<file path="src/design/gcodelp_pkg.sv">
// package: codes, widths and helper functions for the g-code line parser
package gcodelp_pkg;

	localparam int CHAR_W    = 8;
	localparam int STATUS_W  = 3;
	localparam int KIND_W    = 2;
	localparam int CODE_W    = 19;
	localparam int VALUE_W   = 29;
	localparam int AXES      = 4;
	localparam int WHOLE_W   = 21;
	localparam int FRAC_W    = 10;
	localparam int FDIG_W    = 2;
	localparam int MAG_W     = 28;
	localparam int SUM_W     = 9;
	localparam int SUMX_W    = 12;

	localparam logic [WHOLE_W-1:0] WholeLimit = WHOLE_W'(200000);
	localparam logic [MAG_W-1:0]   Milli      = MAG_W'(1000);
	localparam logic [FDIG_W-1:0]  FracDigits = FDIG_W'(3);
	localparam logic [SUM_W-1:0]   SumSat     = SUM_W'(256);

	localparam logic [CHAR_W-1:0] CH_NUL    = 8'h00;
	localparam logic [CHAR_W-1:0] CH_TAB    = 8'h09;
	localparam logic [CHAR_W-1:0] CH_SPACE  = 8'h20;
	localparam logic [CHAR_W-1:0] CH_STAR   = 8'h2A;
	localparam logic [CHAR_W-1:0] CH_SEMI   = 8'h3B;
	localparam logic [CHAR_W-1:0] CH_LPAREN = 8'h28;
	localparam logic [CHAR_W-1:0] CH_RPAREN = 8'h29;
	localparam logic [CHAR_W-1:0] CH_PLUS   = 8'h2B;
	localparam logic [CHAR_W-1:0] CH_MINUS  = 8'h2D;
	localparam logic [CHAR_W-1:0] CH_DOT    = 8'h2E;
	localparam logic [CHAR_W-1:0] CH_ZERO   = 8'h30;
	localparam logic [CHAR_W-1:0] CH_NINE   = 8'h39;
	localparam logic [CHAR_W-1:0] CH_UA     = 8'h41;
	localparam logic [CHAR_W-1:0] CH_UZ     = 8'h5A;
	localparam logic [CHAR_W-1:0] CH_LA     = 8'h61;
	localparam logic [CHAR_W-1:0] CH_LZ     = 8'h7A;
	localparam logic [CHAR_W-1:0] CASE_MASK = 8'hDF;

	typedef enum logic [STATUS_W-1:0] {
		ST_OK          = 3'd0,
		ST_CHECKSUM    = 3'd1,
		ST_INVALID     = 3'd2,
		ST_UNSUPPORTED = 3'd3,
		ST_UNKNOWN     = 3'd4
	} status_t;

	typedef enum logic [KIND_W-1:0] {
		KIND_NONE = 2'd0,
		KIND_G    = 2'd1,
		KIND_M    = 2'd2
	} kind_t;

	typedef enum logic [2:0] {
		PH_BETWEEN,
		PH_SIGN,
		PH_WHOLE,
		PH_FRAC,
		PH_COMMENT
	} phase_t;

	typedef enum logic [3:0] {
		L_N,
		L_G,
		L_M,
		L_X,
		L_Y,
		L_Z,
		L_E,
		L_F,
		L_OTHER
	} letter_t;

	typedef enum logic [1:0] {
		STAR_NONE,
		STAR_SEEN,
		STAR_DIGITS,
		STAR_DONE
	} star_t;

	function automatic logic is_digit(input logic [CHAR_W-1:0] c);
		return (c >= CH_ZERO) && (c <= CH_NINE);
	endfunction

	function automatic logic is_letter(input logic [CHAR_W-1:0] c);
		return ((c >= CH_UA) && (c <= CH_UZ)) || ((c >= CH_LA) && (c <= CH_LZ));
	endfunction

	function automatic letter_t letter_code(input logic [CHAR_W-1:0] c);
		letter_t l;
		case (c & CASE_MASK)
			8'h4E: l = L_N;
			8'h47: l = L_G;
			8'h4D: l = L_M;
			8'h58: l = L_X;
			8'h59: l = L_Y;
			8'h5A: l = L_Z;
			8'h45: l = L_E;
			8'h46: l = L_F;
			default: l = L_OTHER;
		endcase
		return l;
	endfunction

endpackage

</file>
<file path="src/design/gcodelp_char_if.sv">
// interface: character item channel into the parser
interface gcodelp_char_if;
	logic                              valid;
	logic                              ready;
	logic [gcodelp_pkg::CHAR_W-1:0]    char_in;
	logic                              end_of_line;

	modport source (output valid, output char_in, output end_of_line, input ready);
	modport sink   (input valid, input char_in, input end_of_line, output ready);
endinterface

</file>
<file path="src/design/gcodelp_result_if.sv">
// interface: parse result item channel out of the parser
interface gcodelp_result_if;
	logic                                   valid;
	logic                                   ready;
	logic [gcodelp_pkg::STATUS_W-1:0]       status;
	logic [gcodelp_pkg::KIND_W-1:0]         code_kind;
	logic signed [gcodelp_pkg::CODE_W-1:0]  code_number;
	logic signed [gcodelp_pkg::VALUE_W-1:0] x_value;
	logic signed [gcodelp_pkg::VALUE_W-1:0] y_value;
	logic signed [gcodelp_pkg::VALUE_W-1:0] z_value;
	logic signed [gcodelp_pkg::VALUE_W-1:0] e_value;
	logic [gcodelp_pkg::AXES-1:0]           axis_present;
	logic signed [gcodelp_pkg::VALUE_W-1:0] feed_value;
	logic                                   feed_present;

	modport source (output valid, output status, output code_kind, output code_number,
		output x_value, output y_value, output z_value, output e_value,
		output axis_present, output feed_value, output feed_present, input ready);
	modport sink (input valid, input status, input code_kind, input code_number,
		input x_value, input y_value, input z_value, input e_value,
		input axis_present, input feed_value, input feed_present, output ready);
endinterface

</file>
<file path="src/design/gcode_line_parser_core.sv">
// g-code line parser: per-character word scanner, checksum and result register
// path: an end-of-line item goes from the input register to the result register
// throughput: one character or end-of-line item per cycle while no end-of-line item is held,
//   limited by the single per-character update of the scan state between input and result registers
// a result waiting in the output register stalls only end-of-line items
// reset (arst_n low, asynchronous): line state cleared, both stages empty
module gcode_line_parser_core (
	input  logic                    clk,
	input  logic                    arst_n,
	gcodelp_char_if.sink            line_chars,
	gcodelp_result_if.source        parse_result
);
	import gcodelp_pkg::*;

	// input register stage
	logic              vld_s1;
	logic [CHAR_W-1:0] chr_s1;
	logic              eol_s1;
	logic              fire;

	// line scan state
	phase_t                   phase_q, phase_d;
	letter_t                  letter_q, letter_d;
	logic                     neg_q, neg_d;
	logic [WHOLE_W-1:0]       whole_q, whole_d;
	logic [FRAC_W-1:0]        frac_q, frac_d;
	logic [FDIG_W-1:0]        fdig_q, fdig_d;
	logic                     dseen_q, dseen_d;
	logic                     stopped_q, stopped_d;
	logic                     closed_q, closed_d;
	status_t                  err_q, err_d;
	kind_t                    kind_q, kind_d;
	logic signed [CODE_W-1:0] code_q, code_d;
	logic [VALUE_W-1:0]       axis_q [AXES];
	logic [VALUE_W-1:0]       axis_d [AXES];
	logic [AXES-1:0]          aflag_q, aflag_d;
	logic [VALUE_W-1:0]       feed_q, feed_d;
	logic                     fflag_q, fflag_d;

	// checksum state
	logic [CHAR_W-1:0]        xor_q, xor_d;
	star_t                    star_q, star_d;
	logic [SUM_W-1:0]         sum_q, sum_d;
	logic [SUMX_W-1:0]        sum_ext;

	// output register
	logic                     out_vld_q;
	status_t                  res_status;
	logic                     res_ok;
	logic                     sum_bad;

	// word finish datapath, from the current scan registers
	logic [FRAC_W-1:0]        f_scaled;
	logic [MAG_W-1:0]         mag;
	logic [VALUE_W-1:0]       word_val;
	logic                     fin_bad;
	logic                     in_number;

	// per-item control decisions
	logic                     do_fin;
	logic                     do_between;
	logic                     stop_after;
	logic                     is_eol_item;
	logic [3:0]               dig;

	// line values after the final word closes, before the end-of-line clear
	kind_t                    kind_fin;
	logic signed [CODE_W-1:0] code_fin;
	logic [VALUE_W-1:0]       axis_fin [AXES];
	logic [AXES-1:0]          aflag_fin;
	logic [VALUE_W-1:0]       feed_fin;
	logic                     fflag_fin;

	// an end-of-line item needs a free output register; characters never wait
	assign fire = vld_s1 && (!eol_s1 || !out_vld_q || parse_result.ready);
	assign line_chars.ready = !vld_s1 || fire;

	always_ff @(posedge clk or negedge arst_n) begin
		if (!arst_n) begin
			vld_s1 <= 1'b0;
		end else if (line_chars.ready) begin
			vld_s1 <= line_chars.valid;
		end
	end

	always_ff @(posedge clk) begin
		if (line_chars.ready && line_chars.valid) begin
			chr_s1 <= line_chars.char_in;
			eol_s1 <= line_chars.end_of_line;
		end
	end

	// fraction digits scaled to thousandths, then magnitude and sign
	always_comb begin
		case (fdig_q)
			2'd1: f_scaled = FRAC_W'(frac_q * FRAC_W'(100));
			2'd2: f_scaled = FRAC_W'(frac_q * FRAC_W'(10));
			2'd3: f_scaled = frac_q;
			default: f_scaled = '0;
		endcase
	end

	assign mag      = MAG_W'(whole_q) * Milli + MAG_W'(f_scaled);
	assign word_val = neg_q ? -VALUE_W'(mag) : VALUE_W'(mag);
	assign fin_bad  = !dseen_q || (whole_q > WholeLimit);
	assign in_number = (phase_q == PH_SIGN) || (phase_q == PH_WHOLE) || (phase_q == PH_FRAC);
	assign dig      = 4'(chr_s1 - CH_ZERO);
	assign sum_ext  = SUMX_W'(sum_q) * SUMX_W'(10) + SUMX_W'(dig);

	// checksum fails when a star has no digit after it or the digits mismatch
	assign sum_bad = (star_q == STAR_SEEN) ||
		(((star_q == STAR_DIGITS) || (star_q == STAR_DONE)) && (sum_q != SUM_W'(xor_q)));

	always_comb begin
		phase_d   = phase_q;
		letter_d  = letter_q;
		neg_d     = neg_q;
		whole_d   = whole_q;
		frac_d    = frac_q;
		fdig_d    = fdig_q;
		dseen_d   = dseen_q;
		stopped_d = stopped_q;
		closed_d  = closed_q;
		err_d     = err_q;
		kind_d    = kind_q;
		code_d    = code_q;
		axis_d    = axis_q;
		aflag_d   = aflag_q;
		feed_d    = feed_q;
		fflag_d   = fflag_q;
		xor_d     = xor_q;
		star_d    = star_q;
		sum_d     = sum_q;
		do_fin     = 1'b0;
		do_between = 1'b0;
		stop_after = 1'b0;
		is_eol_item = 1'b0;

		if (fire) begin
			if (eol_s1) begin
				is_eol_item = 1'b1;
				do_fin = !stopped_q && in_number;
			end else if (!closed_q) begin
				if (chr_s1 == CH_NUL) begin
					// nul closes the line: finish any open word, ignore the rest
					closed_d   = 1'b1;
					do_fin     = !stopped_q && in_number;
					stop_after = 1'b1;
				end else begin
					// checksum runs on every character, even after a parse stop
					case (star_q)
						STAR_NONE: begin
							if (chr_s1 == CH_STAR) star_d = STAR_SEEN;
							else xor_d = xor_q ^ chr_s1;
						end
						STAR_SEEN: begin
							if (is_digit(chr_s1)) begin
								sum_d  = SUM_W'(dig);
								star_d = STAR_DIGITS;
							end else begin
								sum_d  = SumSat;
								star_d = STAR_DONE;
							end
						end
						STAR_DIGITS: begin
							if (is_digit(chr_s1)) begin
								sum_d = (sum_ext > SUMX_W'(SumSat)) ? SumSat : SUM_W'(sum_ext);
							end else begin
								star_d = STAR_DONE;
							end
						end
						default: ;
					endcase

					if (!stopped_q) begin
						case (phase_q)
							PH_COMMENT: begin
								if (chr_s1 == CH_RPAREN) phase_d = PH_BETWEEN;
							end
							PH_SIGN, PH_WHOLE: begin
								phase_d = PH_WHOLE;
								if ((phase_q == PH_SIGN) &&
									((chr_s1 == CH_PLUS) || (chr_s1 == CH_MINUS))) begin
									neg_d = (chr_s1 == CH_MINUS);
								end else if (is_digit(chr_s1)) begin
									dseen_d = 1'b1;
									whole_d = WHOLE_W'(whole_q * WHOLE_W'(10) + WHOLE_W'(dig));
									if (whole_d > WholeLimit) begin
										if (err_d == ST_OK) err_d = ST_INVALID;
										stopped_d = 1'b1;
									end
								end else if (chr_s1 == CH_DOT) begin
									phase_d = PH_FRAC;
								end else begin
									do_fin     = 1'b1;
									do_between = 1'b1;
								end
							end
							PH_FRAC: begin
								if (is_digit(chr_s1)) begin
									dseen_d = 1'b1;
									// digits past the third are dropped
									if (fdig_q < FracDigits) begin
										frac_d = FRAC_W'(frac_q * FRAC_W'(10) + FRAC_W'(dig));
										fdig_d = fdig_q + 2'd1;
									end
								end else begin
									do_fin     = 1'b1;
									do_between = 1'b1;
								end
							end
							default: do_between = 1'b1;
						endcase
					end
				end
			end
		end

		// close the open word
		if (do_fin) begin
			phase_d = PH_BETWEEN;
			if (fin_bad) begin
				if (err_d == ST_OK) err_d = ST_INVALID;
				stopped_d = 1'b1;
			end else begin
				case (letter_q)
					L_N: ;
					L_G, L_M: begin
						if (kind_q != KIND_NONE) begin
							// second code word on the line
							if (err_d == ST_OK) err_d = ST_INVALID;
							stopped_d = 1'b1;
						end else if (f_scaled != '0) begin
							if (err_d == ST_OK) err_d = ST_UNSUPPORTED;
							stopped_d = 1'b1;
						end else begin
							kind_d = (letter_q == L_G) ? KIND_G : KIND_M;
							code_d = neg_q ? -CODE_W'(whole_q) : CODE_W'(whole_q);
						end
					end
					L_X: begin aflag_d[0] = 1'b1; axis_d[0] = word_val; end
					L_Y: begin aflag_d[1] = 1'b1; axis_d[1] = word_val; end
					L_Z: begin aflag_d[2] = 1'b1; axis_d[2] = word_val; end
					L_E: begin aflag_d[3] = 1'b1; axis_d[3] = word_val; end
					L_F: begin fflag_d = 1'b1; feed_d = word_val; end
					default: begin
						// unknown letter, flagged only once its number parsed
						if (err_d == ST_OK) err_d = ST_UNKNOWN;
						stopped_d = 1'b1;
					end
				endcase
			end
		end

		// between words: blanks, stops, comments, a new letter or a stray character
		if (do_between && !stopped_d) begin
			if ((chr_s1 == CH_SPACE) || (chr_s1 == CH_TAB)) begin
				phase_d = PH_BETWEEN;
			end else if ((chr_s1 == CH_SEMI) || (chr_s1 == CH_STAR)) begin
				stopped_d = 1'b1;
			end else if (chr_s1 == CH_LPAREN) begin
				phase_d = PH_COMMENT;
			end else if (is_letter(chr_s1)) begin
				letter_d = letter_code(chr_s1);
				neg_d    = 1'b0;
				whole_d  = '0;
				frac_d   = '0;
				fdig_d   = '0;
				dseen_d  = 1'b0;
				phase_d  = PH_SIGN;
			end else begin
				if (err_d == ST_OK) err_d = ST_INVALID;
				stopped_d = 1'b1;
			end
		end

		if (stop_after) stopped_d = 1'b1;

		// result status: checksum failure outranks the first parse error
		res_status = sum_bad ? ST_CHECKSUM : err_d;
		res_ok     = (res_status == ST_OK);

		// end of line starts a fresh line
		if (is_eol_item) begin
			phase_d   = PH_BETWEEN;
			letter_d  = L_N;
			neg_d     = 1'b0;
			whole_d   = '0;
			frac_d    = '0;
			fdig_d    = '0;
			dseen_d   = 1'b0;
			stopped_d = 1'b0;
			closed_d  = 1'b0;
			err_d     = ST_OK;
			kind_d    = KIND_NONE;
			code_d    = '0;
			for (int i = 0; i < AXES; i++) axis_d[i] = '0;
			aflag_d   = '0;
			feed_d    = '0;
			fflag_d   = 1'b0;
			xor_d     = '0;
			star_d    = STAR_NONE;
			sum_d     = '0;
		end
	end

	always_ff @(posedge clk or negedge arst_n) begin
		if (!arst_n) begin
			phase_q   <= PH_BETWEEN;
			letter_q  <= L_N;
			neg_q     <= 1'b0;
			whole_q   <= '0;
			frac_q    <= '0;
			fdig_q    <= '0;
			dseen_q   <= 1'b0;
			stopped_q <= 1'b0;
			closed_q  <= 1'b0;
			err_q     <= ST_OK;
			kind_q    <= KIND_NONE;
			code_q    <= '0;
			for (int i = 0; i < AXES; i++) axis_q[i] <= '0;
			aflag_q   <= '0;
			feed_q    <= '0;
			fflag_q   <= 1'b0;
			xor_q     <= '0;
			star_q    <= STAR_NONE;
			sum_q     <= '0;
		end else begin
			phase_q   <= phase_d;
			letter_q  <= letter_d;
			neg_q     <= neg_d;
			whole_q   <= whole_d;
			frac_q    <= frac_d;
			fdig_q    <= fdig_d;
			dseen_q   <= dseen_d;
			stopped_q <= stopped_d;
			closed_q  <= closed_d;
			err_q     <= err_d;
			kind_q    <= kind_d;
			code_q    <= code_d;
			axis_q    <= axis_d;
			aflag_q   <= aflag_d;
			feed_q    <= feed_d;
			fflag_q   <= fflag_d;
			xor_q     <= xor_d;
			star_q    <= star_d;
			sum_q     <= sum_d;
		end
	end

	// result register: loaded from the state as it stands after the last word closes
	always_ff @(posedge clk or negedge arst_n) begin
		if (!arst_n) begin
			out_vld_q <= 1'b0;
		end else if (is_eol_item) begin
			out_vld_q <= 1'b1;
		end else if (parse_result.ready) begin
			out_vld_q <= 1'b0;
		end
	end

	always_ff @(posedge clk) begin
		if (is_eol_item) begin
			parse_result.status       <= res_status;
			parse_result.code_kind    <= res_ok ? kind_fin : KIND_NONE;
			parse_result.code_number  <= res_ok ? code_fin : '0;
			parse_result.x_value      <= res_ok ? axis_fin[0] : '0;
			parse_result.y_value      <= res_ok ? axis_fin[1] : '0;
			parse_result.z_value      <= res_ok ? axis_fin[2] : '0;
			parse_result.e_value      <= res_ok ? axis_fin[3] : '0;
			parse_result.axis_present <= res_ok ? aflag_fin : '0;
			parse_result.feed_value   <= res_ok ? feed_fin : '0;
			parse_result.feed_present <= res_ok && fflag_fin;
		end
	end

	assign parse_result.valid = out_vld_q;

	// line values after the final word closes, before the end-of-line clear
	always_comb begin
		kind_fin  = kind_q;
		code_fin  = code_q;
		axis_fin  = axis_q;
		aflag_fin = aflag_q;
		feed_fin  = feed_q;
		fflag_fin = fflag_q;
		if (do_fin && !fin_bad) begin
			case (letter_q)
				L_G, L_M: begin
					if ((kind_q == KIND_NONE) && (f_scaled == '0)) begin
						kind_fin = (letter_q == L_G) ? KIND_G : KIND_M;
						code_fin = neg_q ? -CODE_W'(whole_q) : CODE_W'(whole_q);
					end
				end
				L_X: begin aflag_fin[0] = 1'b1; axis_fin[0] = word_val; end
				L_Y: begin aflag_fin[1] = 1'b1; axis_fin[1] = word_val; end
				L_Z: begin aflag_fin[2] = 1'b1; axis_fin[2] = word_val; end
				L_E: begin aflag_fin[3] = 1'b1; axis_fin[3] = word_val; end
				L_F: begin fflag_fin = 1'b1; feed_fin = word_val; end
				default: ;
			endcase
		end
	end

endmodule

</file>
<file path="src/flat_wrapper.sv">
// flat-port wrapper written by rule: the top's interface ports become plain ports
module gcode_line_parser_core_flat import gcodelp_pkg::*;
  (clk, arst_n, line_chars_valid, line_chars_char_in, line_chars_end_of_line, line_chars_ready, parse_result_valid, parse_result_status, parse_result_code_kind, parse_result_code_number, parse_result_x_value, parse_result_y_value, parse_result_z_value, parse_result_e_value, parse_result_axis_present, parse_result_feed_value, parse_result_feed_present, parse_result_ready);
  gcodelp_char_if line_chars_i ();
  gcodelp_result_if parse_result_i ();
  input  logic clk;
  input  logic arst_n;
  input wire logic [$bits(line_chars_i.valid)-1:0] line_chars_valid;
  input wire logic [$bits(line_chars_i.char_in)-1:0] line_chars_char_in;
  input wire logic [$bits(line_chars_i.end_of_line)-1:0] line_chars_end_of_line;
  output wire logic [$bits(line_chars_i.ready)-1:0] line_chars_ready;
  output wire logic [$bits(parse_result_i.valid)-1:0] parse_result_valid;
  output wire logic [$bits(parse_result_i.status)-1:0] parse_result_status;
  output wire logic [$bits(parse_result_i.code_kind)-1:0] parse_result_code_kind;
  output wire logic [$bits(parse_result_i.code_number)-1:0] parse_result_code_number;
  output wire logic [$bits(parse_result_i.x_value)-1:0] parse_result_x_value;
  output wire logic [$bits(parse_result_i.y_value)-1:0] parse_result_y_value;
  output wire logic [$bits(parse_result_i.z_value)-1:0] parse_result_z_value;
  output wire logic [$bits(parse_result_i.e_value)-1:0] parse_result_e_value;
  output wire logic [$bits(parse_result_i.axis_present)-1:0] parse_result_axis_present;
  output wire logic [$bits(parse_result_i.feed_value)-1:0] parse_result_feed_value;
  output wire logic [$bits(parse_result_i.feed_present)-1:0] parse_result_feed_present;
  input wire logic [$bits(parse_result_i.ready)-1:0] parse_result_ready;
  assign line_chars_i.valid = line_chars_valid;
  assign line_chars_i.char_in = line_chars_char_in;
  assign line_chars_i.end_of_line = line_chars_end_of_line;
  assign line_chars_ready = line_chars_i.ready;
  assign parse_result_valid = parse_result_i.valid;
  assign parse_result_status = parse_result_i.status;
  assign parse_result_code_kind = parse_result_i.code_kind;
  assign parse_result_code_number = parse_result_i.code_number;
  assign parse_result_x_value = parse_result_i.x_value;
  assign parse_result_y_value = parse_result_i.y_value;
  assign parse_result_z_value = parse_result_i.z_value;
  assign parse_result_e_value = parse_result_i.e_value;
  assign parse_result_axis_present = parse_result_i.axis_present;
  assign parse_result_feed_value = parse_result_i.feed_value;
  assign parse_result_feed_present = parse_result_i.feed_present;
  assign parse_result_i.ready = parse_result_ready;
  gcode_line_parser_core u_core (.clk(clk), .arst_n(arst_n), .line_chars(line_chars_i), .parse_result(parse_result_i));
endmodule
</file>
<file path="config.mk">
export PLATFORM = sky130hd
export DESIGN_NAME = gcode_line_parser_core_flat
export DESIGN_NICKNAME = d
export VERILOG_FILES = /design/src/design/gcodelp_pkg.sv /design/src/design/gcodelp_char_if.sv /design/src/design/gcodelp_result_if.sv /design/src/design/gcode_line_parser_core.sv /design/src/flat_wrapper.sv
export SDC_FILE = /design/constraint.sdc
export NUM_CORES = 1
export LEC_CHECK = 0
export BUFFER_PORTS_ARGS = -buffer_cell sky130_fd_sc_hd__clkbuf_2
export CORE_MARGIN = 4
export CORE_UTILIZATION = 53
export CTS_CLUSTER_SIZE = 8
export DETAILED_ROUTE_END_ITERATION = 12
export GPL_TIMING_DRIVEN = 0
export PLACE_DENSITY = 0.68
export SLEW_MARGIN = 10
export SYNTH_ARGS = -nofsm -noshare
export SYNTH_HDL_FRONTEND = slang
export SYNTH_SLANG_ARGS = --single-unit
</file>
<file path="constraint.sdc">
create_clock -name clk -period 7.76 [get_ports clk]
set_clock_uncertainty 0.05 [all_clocks]
set_input_delay 1.552 -clock clk [delete_from_list [all_inputs] [get_ports clk]]
set_output_delay 1.552 -clock clk [all_outputs]
set_load 0.01 [all_outputs]
</file>
==> run_results.csv <==
group,metric,value,unit
clocking,tritoncts,"done",
setup_path,path_delay_family,"compound AO/OA/AOI/OAI gates",
setup_path,cp_data_arrival_time,7640,ps
timing,drv_slew,0,
placed_design,place_hpwl,52100,um
layout,regArea,11500,um2
clocking,max-clock-path-buffers,3,
global_route,grt-ovfl-total,0,
floorplan,core-area,47000,um2
timing,hold_ws,431,ps
clocking,cts_buffers,59,
setup_path,slowest_delay,660,ps
setup_path,start_kind,"flop",
placed_design,numPortBuffers,188,
setup_path,end_kind,"flop",
layout,diodes,0,
route,drc,0,
timing,fin_crit,7340,ps
clocking,root_buffer,"clkbuf_16",
placed_design,place_congestion,0.915,
route,viasPerCell,5.80,
global_route,grt_pass1_wl,109000,um
route,routed-wl-met2,33400,um
clocking,htreeDepth,2,
logic_synthesis,syn_nets,2781,
floorplan,fp-row-count,79,
pwr,switching_share,28.3,%
pwr,comb_power_share,13.8,%
run,drv_cap,0,
logic_synthesis,synth-seq-cells,422,
timing,hold_viol,0,
logic_synthesis,yosys-top-cells-area,"dfrtp_1, edfxtp_1, ha_1",
route,drt_first_pass_iters,5,
logic_synthesis,yosysSeqAreaShare,45.2,%
floorplan,dieArea,51500,um2
logic_synthesis,synth_common_cells,"nor2_1, dfrtp_1, a21oi_1, edfxtp_1, ha_1",
placed_design,dp_slack,274,ps
route,top_layer_used,"met4",
setup_path,crit_chain,"fa_1 -> inv_1 -> fa_1 -> fa_1 -> inv_1 -> fa_1 -> ha_1 -> o21ai_1 -> o21ba_2 -> a211o_1 -> a211oi_2 -> o2111ai_2 -> or4_4 -> mux2i_1 -> o211ai_1 -> or2_1 -> o21ai_2 -> xor2_4 -> o31ai_1",
global_route,grt_pass1_vias,19900,
global_route,antenna_found_initial,0,
timing,fmax,136,MHz
timing,rsz0062_at_grt,"no",
layout,instances_no_fill,3431,
route,wl_met3,4470,um
setup_path,reg2reg_to,"u_core.parse_result.e_value[26]",
worst_hold_path,hold_depth,2,
clocking,path_clk_slew,50,ps
route,vias,19900,
setup_path,critPathRequiredTime,8060,ps
pwr,leakagePower,13.1,nW
setup_path,critPathKind,"reg2reg",
layout,fin_nets,3035,
clocking,clock_latency,620,ps
logic_synthesis,async_flop_share,56.6,%
route,wl_per_cell,20.2,um
timing,finalWorstSetupSlack,415,ps
floorplan,initial_core_util,54.1,%
status,outcome,"completed",
logic_synthesis,yosysMostFrequentCell,"nor2_1",
floorplan,die_height,227,um
setup_path,critPathMaxFanout,10,
logic_synthesis,synth_top_area_cell,"dfrtp_1",
logic_synthesis,yosysTopAreaCellShare,23.6,%
logic_synthesis,synth_flop_cell,"dfrtp_1",
layout,fill_cells,3884,
logic_synthesis,yosysWarningCount,0,
route,wl_met1,29300,um
clocking,clock-sinks,422,
global_route,grt_max_degree,103,
global_route,grt_usage,26.8,%
layout,multi_input_area,13200,um2
pwr,p_int,4.07,mW
pwr,p_per_area,196,nW/um2
pwr,p_total,5.68,mW
setup_path,path_buf_inv,2,
route,drt-initial-drc-count,1717,
layout,final_layout_size_suffix_gt1_share,11.1,%
logic_synthesis,synth_area_per_cell,10.1,um2
logic_synthesis,synthesis.area,25400,um2
placed_design,dpl.cell_count,3322,
pwr,p_clk_share,42.3,%
logic_synthesis,synth_edf_count,183,
floorplan,num_io_pins,189,
setup_path,reg2reg_from,"u_core.whole_q[2]",
timing,setup_violations,0,
setup_path,cp_slowest_cell,"dfrtp_1",
pwr,sequentialPowerShare,43.8,%
logic_synthesis,netlist_instances,2522,
logic_synthesis,yosysUniqueCellTypes,88,
setup_path,ff2ff_path_depth,19,
timing,slew_headroom,25.8,%
setup_path,r2r_slack,420,ps
route,final_antenna_net_count,0,
worst_hold_path,worst_hold_path.endpoint,"u_core.aflag_q[2]",
layout,areaGrowthSynthToFinish,14.3,%
worst_hold_path,worstHoldStart,"u_core.aflag_q[2]",
route,wirelength,69400,um
clocking,post_cts_buffers,0,
timing,period_share,94.7,%
timing,tightest_slew,1110,ps
floorplan,die_x,227,um
pwr,peakVddDrop,193,uV
pwr,switchingPower,1.61,mW
worst_hold_path,hold_class,"reg2reg",
setup_path,critPathMostFrequentCell,"fa_1",
-- how the worst max path moves through the flow --
stage                             from                             endpoint  slack, ps  cells past startpoint
floorplan           parse_result_ready  u_core.parse_result.axis_present[0]         30                      5
global placement    parse_result_ready      u_core.parse_result.e_value[22]      -2490                      6
detailed placement   u_core.whole_q[6]      u_core.parse_result.e_value[26]        270                     17
CTS                  u_core.whole_q[1]      u_core.parse_result.e_value[26]        240                     19
global route         u_core.whole_q[0]      u_core.parse_result.e_value[21]        0.5                     22
finish               u_core.whole_q[2]      u_core.parse_result.e_value[26]        420                     19
-- power groups by stage --
stage | Sequential, mW | Combinational [mW] | Clock [mW]
floorplan | 2.54 | 0.452 | 0
global placement | 2.54 | 0.752 | 0
CTS | 2.49 | 0.783 | 2.43
finish | 2.49 | 0.785 | 2.40
detailed placement | 2.53 | 0.779 | 0
global route | 2.49 | 0.855 | 2.54
-- cells in the final DEF, fill, tap and decap left out, types with 39 or more instances in the layout --
master / Yosys / layout
nor2_1: 531 / 531
dfrtp_1: 239 / 234
a21oi_1: 200 / 200
clkbuf_2: 0 / 187
edfxtp_1: 183 / 183
ha_1: 165 / 165
clkbuf_1: 111 / 154
nand2_1: 140 / 140
xnor2_1: 104 / 103
inv_1: 85 / 85
fa_1: 81 / 81
o21ai_0: 66 / 66
clkbuf_16: 0 / 59
mux2i_1: 56 / 56
xor2_1: 52 / 52
a211oi_1: 47 / 47
nor3_1: 45 / 44
nand3_1: 39 / 39
-- area by class of cell --
cell class / count / area share, %
Buffer: 118 / 1.56
Clock buffer: 105 / 5.75
Clock inverter: 4 / 0.254
Inverter: 85 / 1.10
Multi-Input combinational cell: 1897 / 45.4
Sequential cell: 422 / 39.6
Tap cell: 607 / 2.62
Timing Repair Buffer: 193 / 3.75
-- registers in the layout, indices dropped and copies added (netlist names), 3 cells and up --
name and cells:
u_core.parse_result.y_value 29, u_core.letter_q 4, u_core.aflag_q 4, u_core.parse_result.code_number 19, u_core.parse_result.x_value 29, u_core.parse_result.e_value 29, u_core.err_q 3, u_core.parse_result.feed_value 29
u_core.sum_q 9, u_core.code_q 19, u_core.axis_q 116, u_core.feed_q 29, u_core.parse_result.axis_present 4, u_core.whole_q 21, u_core.xor_q 8, u_core.phase_q 3
u_core.parse_result.status 3, u_core.parse_result.z_value 29, u_core.chr_s1 8, u_core.frac_q 10
-- stage by stage --
step	instance area [um2]	TNS, ps	utilization, %
3_3_place_gp	27100	-448430	57.7
4_1_cts	29000	0	61.7
5_1_grt	29000	0	61.8
2_1_floorplan	25400	0	-
6_report	29000	0	61.8
3_5_place_dp	27200	0	58.0
-- kinds of logic (layout without fill, tap and decap cells) --
family | after synthesis | in the layout | share of synthesized area (%)
fa+ha+maj | 246 | 246 | 14.5
simple gates | 928 | 928 | 16.3
compound gates | 504 | 504 | 12.8
mux | 58 | 58 | 2.30
buf+inv | 203 | 505 | 3.03
flops | 422 | 422 | 45.2
xor+xnor | 161 | 161 | 5.78
-- layer usage --
metal  global-route usage, %  vias to the layer above
met2                    44.8                      659
met5                       0                        -
met1                    36.4                     9746
met3                    4.14                      122
met4                    8.07                        0
li1                        -                     9362
-- timing repair --
item / in CTS / in global routing
hold buffers: 0 / 0
endpoints found under the setup margin: 0 / 33
resized for setup: 0 / 8
-- worst register-to-register path: stages (launching register included) --
cell	delay, ps
dfrtp_1	660
fa_1	540
inv_1	90
fa_1	450
fa_1	520
inv_1	50
fa_1	450
ha_1	370
o21ai_1	140
o21ba_2	250
a211o_1	330
a211oi_2	520
o2111ai_2	410
or4_4	630
mux2i_1	240
o211ai_1	230
or2_1	310
o21ai_2	210
xor2_4	170
o31ai_1	480
No activity file was read; power rests on OpenSTA's default activity.
